$ cat src/sv/bcs_pkg.sv
`timescale 1ns / 1ps
// bcs_pkg: shared types and constants for the beacon clock synchronizer
// no dependencies

package bcs_pkg;

    localparam int CFG_IDX_BITS  = 2;
    localparam int CFG_DATA_BITS = 16;
    localparam int OUT_TIME_BITS = 32;

    localparam logic [CFG_IDX_BITS-1:0] REG_SEND_INTERVAL    = 2'd0;
    localparam logic [CFG_IDX_BITS-1:0] REG_PEER_TIMEOUT     = 2'd1;
    localparam logic [CFG_IDX_BITS-1:0] REG_OWN_GROUP_ID     = 2'd2;
    localparam logic [CFG_IDX_BITS-1:0] REG_RESYNC_THRESHOLD = 2'd3;

    localparam logic [15:0] SEND_INTERVAL_RST    = 16'd3000;
    localparam logic [15:0] PEER_TIMEOUT_RST     = 16'd5000;
    localparam logic [7:0]  OWN_GROUP_ID_RST     = 8'd0;
    localparam logic [15:0] RESYNC_THRESHOLD_RST = 16'd50;

    localparam logic KIND_TICK   = 1'b0;
    localparam logic KIND_BEACON = 1'b1;

    typedef struct packed {
        logic [15:0] send_interval;
        logic [15:0] peer_timeout;
        logic [7:0]  own_group_id;
        logic [15:0] resync_threshold;
    } cfg_t;

    typedef struct packed {
        logic                     send_beacon;
        logic [OUT_TIME_BITS-1:0] tx_time;
        logic                     peer_present;
        logic                     peer_found;
        logic                     peer_lost;
        logic [OUT_TIME_BITS-1:0] clock_now;
    } result_t;

endpackage

$ cat src/sv/bcs_step.sv
`timescale 1ns / 1ps
// bcs_step: next-state and result logic for one tick or beacon
// depends on bcs_pkg

module bcs_step #(
    parameter int TIME_BITS = 32
) (
    input  logic                 kind,
    input  logic [31:0]          rx_time,
    input  logic [7:0]           rx_group_id,
    input  bcs_pkg::cfg_t        cfg,
    input  logic [TIME_BITS-1:0] uptime,
    input  logic [TIME_BITS-1:0] shared_clock,
    input  logic [TIME_BITS-1:0] last_sent,
    input  logic [TIME_BITS-1:0] last_seen,
    input  logic                 peer_flag,
    input  logic                 quick_pending,
    output logic [TIME_BITS-1:0] uptime_next,
    output logic [TIME_BITS-1:0] shared_clock_next,
    output logic [TIME_BITS-1:0] last_sent_next,
    output logic [TIME_BITS-1:0] last_seen_next,
    output logic                 peer_flag_next,
    output logic                 quick_pending_next,
    output bcs_pkg::result_t     result
);

    localparam int W = (TIME_BITS > bcs_pkg::OUT_TIME_BITS) ? TIME_BITS
                                                            : bcs_pkg::OUT_TIME_BITS;

    logic [TIME_BITS-1:0] up_inc;
    logic [TIME_BITS-1:0] clk_inc;
    logic [TIME_BITS-1:0] interval_t;
    logic [TIME_BITS-1:0] timeout_t;
    logic [TIME_BITS-1:0] thresh_t;
    logic [TIME_BITS-1:0] rt;
    logic [TIME_BITS-1:0] diff;
    logic [TIME_BITS:0]   avg_sum;
    logic [W-1:0]         rx_wide;
    logic [W-1:0]         clk_wide;
    logic [W-1:0]         tx_wide;
    logic                 periodic;
    logic                 send;
    logic                 lost;
    logic                 sender_ok;
    logic                 found;

    assign interval_t = TIME_BITS'(cfg.send_interval);
    assign timeout_t  = TIME_BITS'(cfg.peer_timeout);
    assign thresh_t   = TIME_BITS'(cfg.resync_threshold);

    // tick path
    assign up_inc   = uptime + TIME_BITS'(1);
    assign clk_inc  = shared_clock + TIME_BITS'(1);
    assign periodic = (up_inc > interval_t) && ((up_inc - last_sent) >= interval_t);
    assign send     = quick_pending || periodic;
    assign lost     = peer_flag && ((up_inc - last_seen) > timeout_t);

    // beacon path
    assign rx_wide   = W'(rx_time);
    assign rt        = rx_wide[TIME_BITS-1:0];
    assign sender_ok = (cfg.own_group_id == 8'd0) || (rx_group_id != cfg.own_group_id);
    assign found     = sender_ok && !peer_flag;
    assign diff      = (shared_clock >= rt) ? (shared_clock - rt) : (rt - shared_clock);
    assign avg_sum   = {1'b0, shared_clock} + {1'b0, rt};

    always_comb begin
        uptime_next        = uptime;
        shared_clock_next  = shared_clock;
        last_sent_next     = last_sent;
        last_seen_next     = last_seen;
        peer_flag_next     = peer_flag;
        quick_pending_next = quick_pending;
        tx_wide            = '0;
        result             = '0;
        if (kind == bcs_pkg::KIND_TICK) begin
            uptime_next        = up_inc;
            shared_clock_next  = clk_inc;
            quick_pending_next = 1'b0;
            if (!quick_pending && periodic) begin
                last_sent_next = up_inc;
            end
            if (lost) begin
                peer_flag_next = 1'b0;
            end
            if (send) begin
                tx_wide = W'(clk_inc);
            end
            result.send_beacon = send;
            result.tx_time     = tx_wide[bcs_pkg::OUT_TIME_BITS-1:0];
            result.peer_lost   = lost;
        end else begin
            if (sender_ok) begin
                last_seen_next = uptime;
                peer_flag_next = 1'b1;
            end
            quick_pending_next = quick_pending || found || (diff > thresh_t);
            shared_clock_next  = avg_sum[TIME_BITS:1];
            result.peer_found  = found;
        end
        clk_wide            = W'(shared_clock_next);
        result.peer_present = peer_flag_next;
        result.clock_now    = clk_wide[bcs_pkg::OUT_TIME_BITS-1:0];
    end

endmodule

$ cat src/sv/beacon_clock_sync.sv
`timescale 1ns / 1ps
// beacon_clock_sync: peer clock synchronizer top level
// depends on bcs_pkg and bcs_step

// One result beat per input beat, one beat per clock sustained while m_ready
// stays high. Each beat is captured in an input register, then the tick or
// beacon update (adds, subtracts and compares) runs combinationally into the
// result register. Input and result registers let a new beat enter while the
// previous result waits on m_ready. Config writes are taken at any time but
// must only be issued while the block is idle.
module beacon_clock_sync #(
    parameter int TIME_BITS = 32
) (
    input  logic                              aclk,
    input  logic                              aresetn,
    input  logic                              cfg_we,
    input  logic [bcs_pkg::CFG_IDX_BITS-1:0]  cfg_index,
    input  logic [bcs_pkg::CFG_DATA_BITS-1:0] cfg_wdata,
    input  logic                              s_valid,
    output logic                              s_ready,
    input  logic                              s_kind,
    input  logic [31:0]                       s_rx_time,
    input  logic [7:0]                        s_rx_group_id,
    output logic                              m_valid,
    input  logic                              m_ready,
    output logic                              m_send_beacon,
    output logic [31:0]                       m_tx_time,
    output logic                              m_peer_present,
    output logic                              m_peer_found,
    output logic                              m_peer_lost,
    output logic [31:0]                       m_clock_now
);

    bcs_pkg::cfg_t        cfg_reg;
    logic                 in_valid_reg;
    logic                 in_kind_reg;
    logic [31:0]          in_rx_time_reg;
    logic [7:0]           in_group_reg;
    logic                 out_valid_reg;
    bcs_pkg::result_t     result_reg;
    bcs_pkg::result_t     result_next;

    logic [TIME_BITS-1:0] uptime_reg;
    logic [TIME_BITS-1:0] shared_clock_reg;
    logic [TIME_BITS-1:0] last_sent_reg;
    logic [TIME_BITS-1:0] last_seen_reg;
    logic                 peer_flag_reg;
    logic                 quick_pending_reg;
    logic [TIME_BITS-1:0] uptime_next;
    logic [TIME_BITS-1:0] shared_clock_next;
    logic [TIME_BITS-1:0] last_sent_next;
    logic [TIME_BITS-1:0] last_seen_next;
    logic                 peer_flag_next;
    logic                 quick_pending_next;

    logic advance;

    assign advance = in_valid_reg && (!out_valid_reg || m_ready);
    assign s_ready = !in_valid_reg || advance;

    bcs_step #(
        .TIME_BITS(TIME_BITS)
    ) u_step (
        .kind               (in_kind_reg),
        .rx_time            (in_rx_time_reg),
        .rx_group_id        (in_group_reg),
        .cfg                (cfg_reg),
        .uptime             (uptime_reg),
        .shared_clock       (shared_clock_reg),
        .last_sent          (last_sent_reg),
        .last_seen          (last_seen_reg),
        .peer_flag          (peer_flag_reg),
        .quick_pending      (quick_pending_reg),
        .uptime_next        (uptime_next),
        .shared_clock_next  (shared_clock_next),
        .last_sent_next     (last_sent_next),
        .last_seen_next     (last_seen_next),
        .peer_flag_next     (peer_flag_next),
        .quick_pending_next (quick_pending_next),
        .result             (result_next)
    );

    // config registers
    always_ff @(posedge aclk) begin
        if (!aresetn) begin
            cfg_reg.send_interval    <= bcs_pkg::SEND_INTERVAL_RST;
            cfg_reg.peer_timeout     <= bcs_pkg::PEER_TIMEOUT_RST;
            cfg_reg.own_group_id     <= bcs_pkg::OWN_GROUP_ID_RST;
            cfg_reg.resync_threshold <= bcs_pkg::RESYNC_THRESHOLD_RST;
        end else if (cfg_we) begin
            unique case (cfg_index)
                bcs_pkg::REG_SEND_INTERVAL:    cfg_reg.send_interval    <= cfg_wdata;
                bcs_pkg::REG_PEER_TIMEOUT:     cfg_reg.peer_timeout     <= cfg_wdata;
                bcs_pkg::REG_OWN_GROUP_ID:     cfg_reg.own_group_id     <= cfg_wdata[7:0];
                bcs_pkg::REG_RESYNC_THRESHOLD: cfg_reg.resync_threshold <= cfg_wdata;
                default: ;
            endcase
        end
    end

    // input beat register
    always_ff @(posedge aclk) begin
        if (!aresetn) begin
            in_valid_reg <= 1'b0;
        end else if (s_ready) begin
            in_valid_reg <= s_valid;
        end
    end

    always_ff @(posedge aclk) begin
        if (s_valid && s_ready) begin
            in_kind_reg    <= s_kind;
            in_rx_time_reg <= s_rx_time;
            in_group_reg   <= s_rx_group_id;
        end
    end

    // synchronizer state
    always_ff @(posedge aclk) begin
        if (!aresetn) begin
            uptime_reg        <= '0;
            shared_clock_reg  <= '0;
            last_sent_reg     <= '0;
            last_seen_reg     <= '0;
            peer_flag_reg     <= 1'b0;
            quick_pending_reg <= 1'b0;
        end else if (advance) begin
            uptime_reg        <= uptime_next;
            shared_clock_reg  <= shared_clock_next;
            last_sent_reg     <= last_sent_next;
            last_seen_reg     <= last_seen_next;
            peer_flag_reg     <= peer_flag_next;
            quick_pending_reg <= quick_pending_next;
        end
    end

    // result register
    always_ff @(posedge aclk) begin
        if (!aresetn) begin
            out_valid_reg <= 1'b0;
        end else if (advance) begin
            out_valid_reg <= 1'b1;
        end else if (m_ready) begin
            out_valid_reg <= 1'b0;
        end
    end

    always_ff @(posedge aclk) begin
        if (advance) begin
            result_reg <= result_next;
        end
    end

    assign m_valid        = out_valid_reg;
    assign m_send_beacon  = result_reg.send_beacon;
    assign m_tx_time      = result_reg.tx_time;
    assign m_peer_present = result_reg.peer_present;
    assign m_peer_found   = result_reg.peer_found;
    assign m_peer_lost    = result_reg.peer_lost;
    assign m_clock_now    = result_reg.clock_now;

    a_found_lost_excl: assert property (@(posedge aclk) disable iff (!aresetn)
        m_valid |-> !(m_peer_found && m_peer_lost))
        else $error("peer found and lost in one beat");

    a_tx_zero: assert property (@(posedge aclk) disable iff (!aresetn)
        m_valid && !m_send_beacon |-> m_tx_time == 32'd0)
        else $error("tx_time nonzero without beacon");

    a_found_present: assert property (@(posedge aclk) disable iff (!aresetn)
        m_valid && m_peer_found |-> m_peer_present)
        else $error("new peer not marked present");

    a_lost_absent: assert property (@(posedge aclk) disable iff (!aresetn)
        m_valid && m_peer_lost |-> !m_peer_present)
        else $error("lost peer still marked present");

    a_state_hold: assert property (@(posedge aclk) disable iff (!aresetn)
        !advance |=> $stable(uptime_reg) && $stable(peer_flag_reg))
        else $error("state changed without a processed beat");

endmodule

$ cat config.mk
export PLATFORM = sky130hd
export DESIGN_NAME = beacon_clock_sync
export DESIGN_NICKNAME = d
export VERILOG_FILES = /design/src/sv/bcs_pkg.sv /design/src/sv/bcs_step.sv /design/src/sv/beacon_clock_sync.sv
export SDC_FILE = /design/constraint.sdc
export NUM_CORES = 1
export LEC_CHECK = 0
export CORE_ASPECT_RATIO = 2
export CORE_UTILIZATION = 35
export DETAILED_ROUTE_END_ITERATION = 8
export DONT_BUFFER_PORTS = 1
export RECOVER_POWER = 100
export SYNTH_ARGS = -nofsm -noshare
export SYNTH_HDL_FRONTEND = slang
export SYNTH_SLANG_ARGS = --single-unit
$ cat constraint.sdc
create_clock -name aclk -period 16.4 [get_ports aclk]
set_input_delay 3.28 -clock aclk [delete_from_list [all_inputs] [get_ports aclk]]
set_output_delay 3.28 -clock aclk [all_outputs]
set_load 0.02 [all_outputs]
==> out/metrics.cfg, run 1 <==
[global_route]
grt_use_total=0.238
first_global_vias=20700
overflow=0
antenna_found_initial=1
grt_pass1_wl_mm=120
grt_start_max_net_pins=215

[cts]
post-cts-setup-buffer-count=0
clk_path_buf_depth=3
htree_num_levels=1
cts_tree=yes
insertion_delay_ns=0.60
cts_root_buffer=clkbuf_16
cts.sinks=297
cts_made_buffers=28
ctsResizeCount=0
cts_hold_buf=0
clk_pin_slew_ns=0.07

[power]
p_leak_nw=9.96
p_seq_frac=0.456
power_frac_clock=0.366
switchingPower_uw=543
powerDensity_nw_per_um2=74.0
p_sw_frac=0.299
share_comb_of_total_power=0.178
power.internal_mw=1.27
power_mw=1.82
ir_drop_v=0.0000633

[setup_path]
cp_slowest_cell=clkinvlp_2
required_ns=16.87
cp-start-kind=primary input
crit_path_max_incr_delay_ns=2.55
critPathMostFrequentCell=clkbuf_1
cp.arrival_ns=11.21
cp_cell_sequence=nor2b_1 -> nand2b_2 -> clkbuf_1 -> clkinvlp_2 -> nand2_1 -> nor3_1 -> clkbuf_1 -> and2_0 -> clkbuf_1 -> o211a_1
path_max_fanout=48
endpoint_kind=flop
critPathKind=primary input to flop

[status]
status=finished, violations left
violations=max-capacitance violations, max-slew violations

[placement]
pre_cts_slack_ns=8.80
globalplace.congestion=1.08
dpl_cell_area_um2=23600
dp_hpwl_mm=62.6
portBuffers=0

[sta]
fmax_mhz=93.1
final.setup.tns_ns=0
finalHoldViolations=0
rsz0062_at_grt=false
relSlewSlack=-0.977
finalSetupViolations=0
whs_ns=0.457
fin_ws_ns=5.66
min_period_ns=10.74
worst-slew-pin-transition_ns=2.97
finClkSkew_ns=0.0229
fin_crit_sh=0.655
drv_slew=273

[job]
drv_cap=7

[floorplanning]
start_util=0.355
ioPinCount=134
core_area_um2=64900
die_area_um2=66900
rows=132
die_y_um=365
die_w_um=183

[drt]
drcViolationCount=0
drt-initial-drc-count=1249
vias=20200
vias_per_cell=5.57
drtAntennaViolNets=0
wire_per_inst_um=21.8
drt_pass1_iterations=6
wl_mm=79.3

[logic_synthesis]
syn_area_per_cell_um2=8.10
synthCells=2842
synth_edf_count=109
seq_area_frac_synth=0.306
yosysUniqueCellTypes=89
synthArstFlopShare=0
netlist_area_um2=23000
yosys_register_bits=297
ys_warn_count=0
synthesis.nets=3134
ys.flop_type=dfxtp_1

[layout]
finish.instance_area_um2=24500
nNetsFinal=3032
final_common_cell=nand2_1
syn2layout_area_growth_pct=6.48
largest_reg_flops=56
layout_common_cells=nand2_1 (366), inv_1 (239), ha_1 (223), nor2_1 (193), dfxtp_1 (188)
n_fill_cell=6774
drive_gt1_frac=0.0282
diodes=0

[worst_hold_path]
hold_path_class=flop to flop

==> worst max-delay path: cells and delay by family <==
family | cells | cell delay (ns)
buffers and inverters | 4 | 5.27
and+or+nand+nor | 5 | 2.18
AOI/OAI and AO/OA | 1 | 0.46
==> path summary, 6_finish.rpt <==
path	end	startpoint	slack [ns]	cells past startpoint
setup / recovery	last_sent_reg[20]	m_ready	5.66	10
hold / removal	last_sent_reg[28]	last_sent_reg[28]	0.46	2
setup reg to reg	m_tx_time[31]	uptime_reg[0]	7.18	26
hold reg to reg	last_sent_reg[28]	last_sent_reg[28]	0.46	2
==> power by group through the flow <==
stage | sequential [mW] | clock (mW) | combinational, mW
3_5_place_dp | 0.844 | 0 | 0.320
6_report | 0.828 | 0.664 | 0.323
4_1_cts | 0.827 | 0.685 | 0.322
5_1_grt | 0.831 | 0.707 | 0.354
3_3_place_gp | 0.844 | 0 | 0.320
2_1_floorplan | 0.833 | 0 | 0.236
==> layer usage <==
layer / up-vias / part of all wire / global-route usage
met5: - / 0 / 0
met3: 297 / 0.039 / 0.0277
met1: 9568 / 0.32 / 0.208
met2: 605 / 0.55 / 0.471
li1: 9767 / - / -
met4: 0 / 0.092 / 0.201
==> cells by family after synthesis <==
group / after synthesis / share of synthesized area
buffers and inverters: 393 / 0.0669
muxes: 55 / 0.0242
and+or+nand+nor: 979 / 0.201
AOI/OAI and AO/OA: 710 / 0.209
DFF: 297 / 0.306
adders and majority gates: 228 / 0.126
xor gates and xnor gates: 180 / 0.0685
==> layout make-up <==
type                       count  area (um^2)  area share
clock buffer                  44          865      0.0353
clock inverter                 8         60.1     0.00245
inverter                     245          921      0.0376
multi-input combinational   2152        14500       0.590
sequential                   297         7040       0.287
tap                          871         1090      0.0444
timing repair buffer          16         82.6     0.00337
==> synth_stat cells, types with 15 or more instances <==
cell,number,share of area
nand2_1,366,0.060
inv_1,239,0.039
ha_1,223,0.12
nor2_1,194,0.032
dfxtp_1,188,0.16
a21oi_1,178,0.039
xnor2_1,139,0.053
clkbuf_1,113,0.018
edfxtp_1,109,0.14
a21boi_0,105,0.034
o21ai_0,99,0.022
nand3_1,84,0.018
a21o_1,63,0.021
nand4_1,62,0.017
nor3_1,56,0.012
mux2i_1,52,0.023
nor2b_1,44,0.012
xor2_1,41,0.016
and2_1,35,0.0095
o211ai_1,35,0.011
nand2b_1,30,0.0081
or3_1,29,0.0079
o21a_1,27,0.0088
o21bai_1,25,0.0081
a211oi_1,24,0.0078
nor4_1,20,0.0054
o31ai_1,19,0.0062
and3_1,17,0.0046
a31oi_1,16,0.0043
o211a_1,15,0.0065
==> per-stage QoR <==
| stage | utilization | cells |
|---|---|---|
| after CTS | 0.379 | 3633 |
| after floorplan | - | 2842 |
| final | 0.378 | 3633 |
| after global routing | 0.378 | 3633 |
| after global placement | 0.364 | 3581 |
| after detailed placement | 0.364 | 3581 |
(Power assumes the default switching activity.)
==> run 2, diff against run 1 <==
==> constraint.sdc (replaced) <==
create_clock -name aclk -period 9.1 [get_ports aclk]
set_input_delay 1.82 -clock aclk [delete_from_list [all_inputs] [get_ports aclk]]
set_output_delay 1.82 -clock aclk [all_outputs]
set_load 0.02 [all_outputs]
==> run 2 against run 1 <==
  * The flow still finishes with violations (max-capacitance violations, max-slew violations)
  * Utilization grew 0.068 points
  * Setup slack got worse by 4.7 ns
  * Global-route usage down 0.087 points
==> out/metrics.cfg, run 2 (synthesized netlist as in run 1, its figures left out) <==
[status]
status=finished, violations left
violations=max-capacitance violations, max-slew violations

[setup_path]
endpoint_kind=flop
cp-start-kind=flop
r2r_cells=26
cp_slowest_cell=or4_1
critPathTopFamily=simple AND/OR/NAND/NOR gates
path_depth=26
cp.arrival_ns=8.41
path_buf_inv=1
path_max_fanout=33
critPathKind=flop to flop
required_ns=9.41
crit_path_max_incr_delay_ns=0.81
critPathMostFrequentCell=a21oi_1

[layout]
syn2layout_area_growth_pct=6.67
nNetsFinal=3033
final_common_cell=nand2_1
drive_gt1_frac=0.0301
layout_common_cells=nand2_1 (366), inv_1 (239), ha_1 (223), nor2_1 (193), dfxtp_1 (188)
largest_reg_flops=56

[power]
power.internal_mw=2.31
p_sw_frac=0.302
share_comb_of_total_power=0.177
p_seq_frac=0.451
power_frac_clock=0.372
ir_drop_v=0.000102
switchingPower_uw=999
powerDensity_nw_per_um2=135
p_leak_nw=10.0

[sta]
final.setup.tns_ns=0
drv_slew=159
fin_ws_ns=0.996
min_period_ns=8.10
rsz0062_at_grt=false
finalSetupViolations=0
fin_crit_sh=0.891
worst-slew-pin-transition_ns=2.75
finalHoldViolations=0
fmax_mhz=123
relSlewSlack=-0.833
finClkSkew_ns=0.0242

[placement]
pre_cts_slack_ns=1.46
dp_hpwl_mm=62.6
globalplace.congestion=1.00
portBuffers=0

[drt]
drt_pass1_iterations=5
wl_mm=79.5
vias=20100
vias_per_cell=5.52
wire_per_inst_um=21.9
drt-initial-drc-count=1163
drtAntennaViolNets=0
drcViolationCount=0

[worst_hold_path]
hold_path_depth=2
hold_path_class=flop to flop

[global_route]
first_global_vias=20900
grt_pass1_wl_mm=120
grt_start_max_net_pins=215
grt_use_total=0.237
overflow=0
antenna_found_initial=2

[cts]
post-cts-setup-buffer-count=0
cts.sinks=297
cts_tree=yes
cts_made_buffers=27
ctsResizeCount=0
cts_root_buffer=clkbuf_16
insertion_delay_ns=0.59
clk_pin_slew_ns=0.07
cts_hold_buf=0
htree_num_levels=1
clk_path_buf_depth=3

[job]
drv_cap=4

[floorplanning]
start_util=0.355
core_area_um2=64900
die_y_um=365
die_area_um2=66900
ioPinCount=134
rows=132
die_w_um=183

==> run 2: cell types whose count changed in the layout (fill, tap and decap cells not counted), sizes merged <==
cell	previous run	this run
clkinv	10	9
clkbuf	54	43
buf	6	12
clkinvlp	3	1
bufinv	0	1
diode	0	2
inv	240	247
==> run 2: layout make-up <==
type | count | area, um^2
Antenna cell | 2 | 5.00
Clock buffer | 37 | 817
Clock inverter | 13 | 126
Fill cell | 6764 | 40300
Inverter | 245 | 922
Multi-Input combinational cell | 2152 | 14500
Sequential cell | 297 | 7040
Tap cell | 871 | 1090
Timing Repair Buffer | 18 | 113
==> run 2: routing by layer <==
layer  part of all wire  global-route usage
met2               0.56               0.486
met4              0.080               0.174
met1               0.32               0.207
met5                  0                   0
met3              0.033              0.0230
==> run 2: worst paths after layout <==
| path | startpoint | endpoint | slack, ns |
|---|---|---|---|
| max reg2reg | uptime_reg[0] | m_tx_time[25] | 1.0 |
| min | last_sent_reg[14] | last_sent_reg[14] | 0.46 |
| max | uptime_reg[0] | m_tx_time[25] | 1.0 |
| min reg2reg | last_sent_reg[14] | last_sent_reg[14] | 0.46 |
==> run 2: power by group through the flow <==
stage          Clock, mW  Sequential [mW]  Combinational (mW)
2_1_floorplan          0             1.50               0.426
3_3_place_gp           0             1.52               0.578
5_1_grt             1.31             1.50               0.639
6_report            1.23             1.49               0.584
3_5_place_dp           0             1.52               0.581
4_1_cts             1.27             1.49               0.584
==> run 2: through the flow <==
step / util / cells / instance area, um^2 / hold WS (ns) / total power [mW]
global route: 0.378 / 3635 / 24600 / 0.468 / 3.45
CTS: 0.379 / 3633 / 24600 / 0.461 / 3.35
finish: 0.378 / 3635 / 24600 / 0.456 / 3.31
detailed placement: 0.365 / 3583 / 23700 / 0.448 / 2.10
floorplan: - / 2842 / 23000 / 0.433 / 1.93
global placement: 0.365 / 3583 / 23700 / 0.442 / 2.10
==> run 2: worst register-to-register path: stages, from the launching register on <==
cell and delay, ns:
dfxtp_1 0.57, and3_1 0.22, nand3_1 0.16, or2_0 0.43, nor2_1 0.35, xor2_1 0.40
ha_1 0.40, a21oi_1 0.29, a21boi_0 0.12, o21ai_0 0.35, a21oi_1 0.21, or3_1 0.38
a21oi_1 0.18, xnor2_1 0.14, ha_1 0.28, and4_1 0.20, a21oi_1 0.21, o21ai_0 0.12
a221o_1 0.27, a2111oi_0 0.32, o2111a_1 0.28, and4b_1 0.21, nand4_1 0.09, or4_1 0.81
a22oi_1 0.26, buf_4 0.43, nor2b_1 0.14
